`config.mk`:
```
export PLATFORM = sky130hd
export DESIGN_NAME = dtw_serializer
export DESIGN_NICKNAME = d
export VERILOG_FILES = /design/src/sv/dtw_pkg.sv /design/src/sv/dtw_serializer.sv
export SDC_FILE = /design/constraint.sdc
export NUM_CORES = 1
export LEC_CHECK = 0
export BUFFER_PORTS_ARGS = -buffer_cell sky130_fd_sc_hd__buf_2
export CAP_MARGIN = 20
export CORE_ASPECT_RATIO = 2
export CORE_MARGIN = 10
export CORE_UTILIZATION = 46
export CTS_BUF_LIST = sky130_fd_sc_hd__clkbuf_16
export DETAILED_ROUTE_END_ITERATION = 10
export MAX_ROUTING_LAYER = met4
export PLACE_DENSITY = 0.88
export RECOVER_POWER = 25
export SKIP_LAST_GASP = 1
export SLEW_MARGIN = 10
export SYNTH_ARGS = -nofsm -noshare
export SYNTH_HDL_FRONTEND = slang
export SYNTH_SLANG_ARGS = --single-unit
```
`constraint.sdc`:
```
create_clock -name clk_i -period 3.5 [get_ports clk_i]
set_clock_uncertainty 0.15 [all_clocks]
set_input_delay 0.175 -clock clk_i [delete_from_list [all_inputs] [get_ports clk_i]]
set_output_delay 0.175 -clock clk_i [all_outputs]
set_load 0.1 [all_outputs]
```
`src/sv/dtw_pkg.sv`:
```
`timescale 1ns / 1ps
// ---------------------------------------------------------------------------
// dtw_pkg
// Shared constants, types and a helper function for the tuning word loader.
// ---------------------------------------------------------------------------
package dtw_pkg;

  localparam int unsigned WordW      = 32;
  localparam int unsigned DigitCount = 8;
  localparam int unsigned DigitW     = 4;
  localparam int unsigned RemW       = 27;   // holds any value below 10^8
  localparam int unsigned LoadBits   = 40;
  localparam int unsigned IdxW       = 6;

  localparam logic [WordW-1:0] WeightReset = 32'd343597383;
  localparam logic [WordW-1:0] TenE8       = 32'd100000000;
  localparam logic [IdxW-1:0]  LastIdx     = 6'(LoadBits - 1);
  localparam logic [IdxW-1:0]  WordBitsIdx = 6'(WordW);

  // floor(f / 10^8) = ((f >> 8) * ModMagic) >> 43 for every 32-bit f
  localparam logic [24:0] ModMagic = 25'd22517999;
  localparam logic [WordW-1:0] Div10Magic = 32'hCCCCCCCD;

  typedef logic [DigitCount-1:0][DigitW-1:0] dig_vec_t;
  typedef logic [DigitCount-1:0][WordW-1:0]  wt_vec_t;

  // exact floor(x / 10) for any 32-bit x
  function automatic logic [WordW-1:0] div10(input logic [WordW-1:0] x);
    logic [63:0] p;
    p = {32'b0, x} * {32'b0, Div10Magic};
    return {3'b0, p[63:35]};
  endfunction

endpackage

```
`src/sv/dtw_serializer.sv`:
```
`timescale 1ns / 1ps
// ---------------------------------------------------------------------------
// dtw_serializer
// Sends each tuning word as 40 bits, LSB first, the last 8 bits zero.
// ---------------------------------------------------------------------------
module dtw_serializer (
  input  logic                      clk_i,
  input  logic                      rst_ni,
  input  logic                      vld_i,
  input  logic [dtw_pkg::WordW-1:0] word_i,
  output logic                      take_o,
  output logic                      valid_o,
  output logic                      serial_data_o,
  output logic [dtw_pkg::IdxW-1:0]  bit_index_o,
  output logic                      last_o,
  output logic [dtw_pkg::WordW-1:0] tuning_word_o
);
  import dtw_pkg::*;

  logic             active_q;
  logic [IdxW-1:0]  idx_q;
  logic [WordW-1:0] word_q;
  logic             load;

  // a new word may follow directly after the last bit of the current one
  assign take_o = !active_q || (idx_q == LastIdx);
  assign load   = vld_i && take_o;

  // bit counter and beat marker
  always_ff @(posedge clk_i or negedge rst_ni) begin
    if (!rst_ni) begin
      active_q <= 1'b0;
      idx_q    <= '0;
    end else if (load) begin
      active_q <= 1'b1;
      idx_q    <= '0;
    end else if (active_q) begin
      if (idx_q == LastIdx) begin
        active_q <= 1'b0;
      end else begin
        idx_q <= idx_q + 6'd1;
      end
    end
  end

  // word holding register
  always_ff @(posedge clk_i) begin
    if (load) begin
      word_q <= word_i;
    end
  end

  assign valid_o       = active_q;
  assign serial_data_o = (idx_q < WordBitsIdx) ? word_q[idx_q[4:0]] : 1'b0;
  assign bit_index_o   = idx_q;
  assign last_o        = (idx_q == LastIdx);
  assign tuning_word_o = word_q;

endmodule

```
==> results.ini <==
[sta]
drv_slew = 0
finalSetupViolations = 0
tns_ps = 0
hold_violations = 0
maxSlewHeadroom_pct = 60.9
rsz0062_at_grt = false
period_needed_ps = 2820
fmax_mhz = 354
worstMarginPinSlew_ps = 587
fin_crit_sh_pct = 80.6

[placement]
portBuffers = 76
routabilityCongestion = 0.808
dp_hpwl_um = 3330
placed_area_mm2 = 0.00207

[cts]
post_cts_resized = 0
cts.sinks = 39
cts_setup_buffers = 0
cts_max_path_buffers = 2
clk_pin_slew_ps = 50
cts_htree_levels = 2
cts_tree = done
root_buffer = clkbuf_16
clk_latency_ps = 280
numCtsBuffers = 5
hold_buffers = 33

[power]
irDropWorstVdd_uv = 595
p_per_area_mw_per_mm2 = 835
p_leak_nw = 1.11

[logic_synthesis]
synth.area.top_cells = edfxtp_1 59%, dfrtp_1 11%, mux4_1 9.6%
syn_avg_cell_area_um2 = 17.7
synth.yosys.seq_area_share_pct = 69.2
synth_top_area_share_pct = 58.5
syn_area_mm2 = 0.00164
synth_cells = 93
synth_area_leader_cell = edfxtp_1
yosysWarningCount = 0
syn_nets = 129
synth_seq_cells = 39
synth.distinct_cells = 29

[run_status]
run_status = completed

[cells_and_area]
mostFrequentLayoutCell = buf_2
finalInstanceArea_mm2 = 0.00254
final_cell_mix = 75 x buf_2, 33 x dlygate4sd3_1, 32 x edfxtp_1
synthToLayoutAreaGrowth_pct = 54.8
layout-drive-gt1-share_pct = 44.2
n_antenna_cell = 0
nNetsFinal = 243

[detailed_routing]
ant_nets = 0
num_vias = 1349
via_per_inst = 5.27
firstDrtPassIters = 4
drcViolationCount = 0
post_drt_wl_per_cell_um = 21.6
wl_um = 5530
drtIter0Drc = 35

[critical_path]
max_stage_delay_ps = 710
crit_type = flop to output port
crit_slowest_cell = dfrtp_1
crit_path_cell_trace = mux4_1, mux2i_1, nor2_1, o311a_1, buf_2
startpoint_type = flop
ff2ff_path_depth = 4
crit_buf_inv = 1
critical_path_arrival_ps = 2500
cp-end-kind = output port
cp_num_cells = 5
worstPathMaxFanout = 14
cp.required_ps = 3170
path_delay_family = multiplexers

[grt]
grt_max_degree = 33
grt_pass1_vias = 1549
antenna_found_initial = 0
grt-ovfl-total = 0
grt_pass1_wl_um = 8500
grtUsageTotal_pct = 17.6

[hold_path]
holdCritPathClass = primary input to flop
whs_path_depth = 2

[floorplanning]
core_mm2 = 0.00342
initial_core_util_pct = 48.1
pin_count = 77
num_rows = 30
die_h_um = 104
die_x_um = 62.2
dieArea_mm2 = 0.00650

[run]
drv_cap = 0

==> sequential cells by signal, indices dropped and copies added, names as in the netlist <==
signal	flops
tuning_word_o	32
bit_index_o	6
valid_o	1
==> cell families after synthesis <==
family,count (synthesis),synth area share (%)
flops,39,69.2
compound gates,11,5.34
mux,15,16.1
simple gates,18,5.64
xor+xnor,1,0.534
buf+inv,8,2.44
fa+ha+maj,1,0.762
==> synthesized netlist by cell type <==
master / number
edfxtp_1: 32
nand4_1: 1
buf_2: 2
ha_1: 1
or2_2: 2
mux4_1: 6
o311a_1: 1
mux4_2: 1
o21ai_0: 2
a41oi_2: 1
mux2_2: 3
nor2_1: 4
nand3_1: 1
a31oi_1: 1
nand2b_1: 1
a32o_1: 1
o211ai_1: 1
and3_2: 1
mux2i_1: 5
nand2_1: 5
dfrtp_1: 7
o22ai_1: 2
xnor2_1: 1
a211oi_1: 2
and3_1: 1
inv_1: 5
nor2b_1: 1
buf_6: 1
and2b_2: 1
==> power breakdown <==
group | internal [mW] | switching, mW
Combinational | 0.271 | 0.726
Sequential | 0.572 | 0.121
Clock | 0.260 | 0.173
==> path summary, 6_finish.rpt <==
kind / from / end / slack [ps]
worst max-delay path: bit_index_o[0] / serial_data_o / 680
worst min-delay path: vld_i / valid_o / 90
worst max register to register: bit_index_o[0] / tuning_word_o[26] / 1110
worst min register to register: valid_o / bit_index_o[2] / 450
max in group asynchronous: rst_ni / bit_index_o[0] / 2750
min in group asynchronous: rst_ni / bit_index_o[5] / 170
==> layout make-up <==
cell class              instances  area, um^2
clock buffers                   5         125
clock inverters                 3        16.3
fillers                       199         875
inverters                       5        18.8
multi-input cells              46         468
flip-flops and latches         39        1140
well taps                      48        60.1
repair buffers                110         717
==> worst reg2reg max path, stage by stage (launching register included) <==
cell,delay [ps]
dfrtp_1,710
ha_1,360
a41oi_2,260
nor2b_2,180
buf_4,380
==> per-layer routing <==
metal	vias to the layer above	track usage (%)	share of wire, %
met5	-	-	0
met4	0	7.89	2.5
met3	9	7.01	9.0
met2	77	30.6	54
met1	664	16.4	35
li1	599	-	-
==> metrics by stage <==
step | power (mW) | worst slack, ps | instances | utilization [%] | hold WS, ps
global placement | 1.63 | 1040 | 215 | 60.6 | -136
detailed placement | 1.66 | 976 | 215 | 60.6 | -132
finish | 2.12 | 678 | 256 | 74.4 | 87.6
floorplan | 1.50 | 452 | 93 | - | -271
CTS | 2.11 | 675 | 256 | 74.4 | 82.4
global route | 2.20 | 499 | 256 | 74.4 | 92.4
Note: power is estimated with default switching activity, not from simulation.
