### config.mk
export PLATFORM = sky130hd
export DESIGN_NAME = dtw_sum
export DESIGN_NICKNAME = d
export VERILOG_FILES = /design/src/sv/dtw_pkg.sv /design/src/sv/dtw_sum.sv
export SDC_FILE = /design/constraint.sdc
export NUM_CORES = 2
export LEC_CHECK = 0
export ABC_AREA = 1
export BUFFER_PORTS_ARGS = -buffer_cell sky130_fd_sc_hd__buf_4
export CAP_MARGIN = 20
export CORE_ASPECT_RATIO = 0.8
export CORE_MARGIN = 8
export CORE_UTILIZATION = 59
export CTS_BUF_LIST = sky130_fd_sc_hd__clkbuf_4
export CTS_CLUSTER_SIZE = 8
export DETAILED_ROUTE_END_ITERATION = 10
export GPL_TIMING_DRIVEN = 0
export PLACE_DENSITY = 0.8
export SYNTH_ARGS = -nofsm -noshare
export SYNTH_HDL_FRONTEND = slang
export SYNTH_SLANG_ARGS = --single-unit
### constraint.sdc
create_clock -name clk_i -period 1.7 [get_ports clk_i]
set_clock_uncertainty 0.05 [all_clocks]
set_input_delay 0.17 -clock clk_i [delete_from_list [all_inputs] [get_ports clk_i]]
set_output_delay 0.17 -clock clk_i [all_outputs]
set_load 0.005 [all_outputs]
### src/sv/dtw_pkg.sv
`timescale 1ns / 1ps
// ---------------------------------------------------------------------------
// dtw_pkg
// Shared constants, types and a helper function for the tuning word loader.
// ---------------------------------------------------------------------------
package dtw_pkg;

  localparam int unsigned WordW      = 32;
  localparam int unsigned DigitCount = 8;
  localparam int unsigned DigitW     = 4;
  localparam int unsigned RemW       = 27;   // holds any value below 10^8
  localparam int unsigned LoadBits   = 40;
  localparam int unsigned IdxW       = 6;

  localparam logic [WordW-1:0] WeightReset = 32'd343597383;
  localparam logic [WordW-1:0] TenE8       = 32'd100000000;
  localparam logic [IdxW-1:0]  LastIdx     = 6'(LoadBits - 1);
  localparam logic [IdxW-1:0]  WordBitsIdx = 6'(WordW);

  // floor(f / 10^8) = ((f >> 8) * ModMagic) >> 43 for every 32-bit f
  localparam logic [24:0] ModMagic = 25'd22517999;
  localparam logic [WordW-1:0] Div10Magic = 32'hCCCCCCCD;

  typedef logic [DigitCount-1:0][DigitW-1:0] dig_vec_t;
  typedef logic [DigitCount-1:0][WordW-1:0]  wt_vec_t;

  // exact floor(x / 10) for any 32-bit x
  function automatic logic [WordW-1:0] div10(input logic [WordW-1:0] x);
    logic [63:0] p;
    p = {32'b0, x} * {32'b0, Div10Magic};
    return {3'b0, p[63:35]};
  endfunction

endpackage

### src/sv/dtw_sum.sv
`timescale 1ns / 1ps
// ---------------------------------------------------------------------------
// dtw_sum
// Digit by weight products and a registered adder tree, modulo 2^32.
// ---------------------------------------------------------------------------
module dtw_sum (
  input  logic                      clk_i,
  input  logic                      rst_ni,
  input  logic                      adv_i,
  input  logic                      vld_i,
  input  dtw_pkg::dig_vec_t         dig_i,
  input  dtw_pkg::wt_vec_t          wt_i,
  output logic                      vld_o,
  output logic [dtw_pkg::WordW-1:0] word_o
);
  import dtw_pkg::*;

  logic             p_vld_q, t1_vld_q, t2_vld_q, t3_vld_q;
  logic [WordW-1:0] prod_q [DigitCount];
  logic [WordW-1:0] t1_q   [DigitCount/2];
  logic [WordW-1:0] t2_q   [DigitCount/4];
  logic [WordW-1:0] t3_q;

  // valid bits
  always_ff @(posedge clk_i or negedge rst_ni) begin
    if (!rst_ni) begin
      p_vld_q  <= 1'b0;
      t1_vld_q <= 1'b0;
      t2_vld_q <= 1'b0;
      t3_vld_q <= 1'b0;
    end else if (adv_i) begin
      p_vld_q  <= vld_i;
      t1_vld_q <= p_vld_q;
      t2_vld_q <= t1_vld_q;
      t3_vld_q <= t2_vld_q;
    end
  end

  // products, then three levels of adds
  always_ff @(posedge clk_i) begin
    if (adv_i) begin
      for (int i = 0; i < DigitCount; i++) begin
        prod_q[i] <= wt_i[i] * {28'b0, dig_i[i]};
      end
      for (int i = 0; i < DigitCount/2; i++) begin
        t1_q[i] <= prod_q[2*i] + prod_q[2*i+1];
      end
      for (int i = 0; i < DigitCount/4; i++) begin
        t2_q[i] <= t1_q[2*i] + t1_q[2*i+1];
      end
      t3_q <= t2_q[0] + t2_q[1];
    end
  end

  assign vld_o  = t3_vld_q;
  assign word_o = t3_q;

endmodule

==> impl_metrics.json <==
{
  "drive_gt1_share_pct": 35.7,
  "io_buffers": 316,
  "gp_congestion": 0.986,
  "ys_ff_latch": 484,
  "yosys_warnings": 0,
  "synthXorXnorAreaFrac_pct": 2.75,
  "p_leak_nw": 56.4,
  "vias": 77500,
  "synth_top_area_share_pct": 22.9,
  "grt_pass1_wl_um": 380000,
  "worstHoldPathType": "input pin to flop",
  "fmaxAchievable_ghz": 0.406,
  "peakVddDrop_uv": 1080,
  "antenna_found_initial": 10,
  "cap_viol_max_count": 0,
  "arrival_ns": 3.11,
  "setup_tns_ns": -175.94,
  "die_w_um": 401,
  "synthToLayoutAreaGrowth_pct": 42.9,
  "first_pass_iters": 7,
  "synthMuxAreaShare_pct": 0,
  "grt_max_degree": 132,
  "synth_top_family_by_area": "simple AND/OR/NAND/NOR gates",
  "min_period_ns": 2.46,
  "yosys_most_used_dff": "edfxtp_1",
  "setup_viol": 445,
  "status": "complete, but fails checks",
  "totalPowerFinal_w": 0.155,
  "ios": 325,
  "synth_compound_area_share_pct": 3.03,
  "required_ns": 2.34,
  "worstSkewPairLatency_ns": 1.00,
  "netlist_instances": 11100,
  "synth.largest_area_cell": "nand2_1",
  "drt_iter0_drc": 8672,
  "final_antenna_net_count": 0,
  "numCtsBuffers": 121,
  "fin_area_mm2": 0.0998,
  "ys_async_sr_fraction_pct": 0.826,
  "place_area_mm2": 0.0793,
  "synth_edf_count": 480,
  "place_hpwl_um": 176000,
  "grt_pass1_vias": 73500,
  "synth_common_cells": "nand2_1 (4265), inv_1 (3231), edfxtp_1 (480), ha_1 (473), fa_1 (463)",
  "root_buffer": "clkbuf_4",
  "violations": "negative hold slack, negative setup slack",
  "rsz0062_at_grt": "true",
  "netlist_area_mm2": 0.0698,
  "grt.total_usage_pct": 36.0,
  "yosys-top-cells-area": "nand2_1 (23%), edfxtp_1 (21%), inv_1 (17%)",
  "rows": 113,
  "crit_type": "input pin to flop",
  "fin_util_pct": 84.5,
  "whs_ns": -0.00898,
  "die_y_um": 324,
  "synthAdderAreaFrac_pct": 21.8,
  "wire_per_inst_um": 19.3,
  "die-area_mm2": 0.130,
  "worst-path-max-fanout": 7,
  "yosysMostFrequentCell": "nand2_1",
  "p_per_area_mw_per_mm2": 1550,
  "synth_simple_gate_area_share_pct": 33.4,
  "fillCellCount": 6580,
  "hold_violations": 1,
  "synth_cell_types": 32,
  "cts_tree": "done",
  "yosysSeqAreaShare_pct": 20.8,
  "final_nets": 13500,
  "clock_sinks": 484,
  "start_util_pct": 59.1,
  "setup_slack_ns": -0.765,
  "syn_area_per_cell_um2": 6.29,
  "clkTransAtPathRegs_ns": 0.07,
  "fin_crit_sh_pct": 145,
  "endpoint_kind": "flop",
  "slew_violations": 0,
  "clockBufferDepth": 3,
  "cts_max_level": 3,
  "worstMarginPinSlew_ns": 0.795,
  "slew_headroom_pct": 46.6,
  "avgViaCountPerCell": 5.57,
  "drc_errors": 0,
  "overflow": 0,
  "cp-start-kind": "input pin",
  "synthesis.nets": 12300,
  "routed_wl_um": 268000,
  "design.core.area_mm2": 0.118
}
-- state kept, by name, indices dropped and copies added (netlist names) --
signal,flops
t1_q,128
t1_vld_q,1
vld_o,1
word_o,32
t2_q,64
prod_q,256
t2_vld_q,1
p_vld_q,1
-- layout by cell type (no fill, tap or decap), types with 24 or more instances in the layout --
cell / instances
o21ai_0: 32
edfxtp_1: 480
clkbuf_2: 27
inv_2: 510
nand4_1: 126
nand3_2: 144
inv_1: 2717
buf_8: 32
nand2_8: 24
clkbuf_8: 25
a21oi_4: 51
clkinv_1: 35
nand3_4: 60
xor2_1: 143
fa_1: 444
ha_4: 386
nor2_2: 103
clkbuf_16: 32
buf_4: 778
nor3_2: 39
clkbuf_4: 164
ha_1: 63
nor2_4: 183
nand2_1: 3048
nand2_4: 477
nand3_1: 229
nand2_2: 825
ha_2: 24
nor2_1: 267
buf_6: 94
dlygate4sd3_1: 96
xor2_2: 36
and2_1: 33
a21oi_1: 114
inv_4: 54
nor3_4: 50
a21oi_2: 132
buf_12: 40
-- final cells by class --
| class | instances | area (um2) | area share [%] |
|---|---|---|---|
| clock buffer | 162 | 1220 | 1.22 |
| clock inverter | 55 | 364 | 0.365 |
| buffer | 94 | 1370 | 1.37 |
| tap | 1552 | 1940 | 1.95 |
| sequential | 484 | 14500 | 14.5 |
| timing repair buffer | 1048 | 9380 | 9.40 |
| multi-input combinational | 7228 | 58500 | 58.6 |
| inverter | 3285 | 12500 | 12.5 |
| antenna | 7 | 17.5 | 0.0176 |
-- metal layers --
layer,up-vias,global-route usage (%),routed length (um)
met1,36300,47.8,102000
met5,-,0,75
li1,34800,-,-
met4,10,12.0,15300
met2,5075,59.8,122000
met3,1373,6.80,29200
-- stage by stage --
step                      worst slack (ns)  cells
after floorplan                      -1.14  11100
after global placement               -3.35  13000
after detailed placement             -1.82  13000
after CTS                           -0.534  13800
after global routing                -0.763  13900
final                               -0.765  13900
-- worst max-delay path: stages --
cell	delay [ns]
buf_12	0.11
buf_12	0.14
buf_8	0.13
nand2_4	0.05
inv_2	0.03
fa_1	0.52
inv_2	0.06
fa_1	0.56
inv_2	0.06
ha_4	0.32
nand2_4	0.08
nor2_4	0.15
inv_2	0.09
nor2_2	0.16
nand2_2	0.08
nand2_4	0.13
nand2_4	0.06
nand3_2	0.06
nand2_2	0.11
-- repair_timing --
item | CTS | global route
setup endpoints to repair | 459 | 609
pin swaps | 1276 | 918
gates resized for setup | 2375 | 1024
buffers inserted | 456 | 150
endpoints found under the hold margin | 171 | 127
gates cloned | 26 | 9
hold buffers | 95 | 3
-- path summary, 6_finish.rpt --
path / startpoint / cells past startpoint / slack, ns / end
setup / recovery: dig_i[18] / 19 / -0.76 / prod_q[1][31]$_DFFE_PP_
hold / removal: wt_i[131] / 5 / -0.009 / prod_q[1][3]$_DFFE_PP_
setup reg to reg: t1_q[0][0]$_DFFE_PP_ / 10 / -0.61 / t2_q[0][20]$_DFFE_PP_
hold reg to reg: t2_vld_q$_DFFE_PN0P_ / 2 / 0.50 / vld_o$_DFFE_PN0P_
max in group asynchronous: rst_ni / 4 / 0.80 / t2_vld_q$_DFFE_PN0P_
min in group asynchronous: rst_ni / 4 / 0.62 / p_vld_q$_DFFE_PN0P_
-- power by group --
group          internal, W  total [W]  switching [W]  leakage (nW)
combinational       0.0462      0.118         0.0717          50.8
clock              0.00509     0.0105        0.00542         0.914
sequential          0.0214     0.0265        0.00514          4.75
-- logic make-up (layout without fill, tap and decap cells) --
logic type	after synthesis	after routing
AO/OA/AOI/OAI	402	402
XOR/XNOR	219	219
adder cells (fa/ha/maj)	936	936
buffers and inverters	3389	4644
flip-flops	484	484
other	0	7
AND/OR/NAND/NOR	5671	5671
No activity file was read; power rests on OpenSTA's default activity.
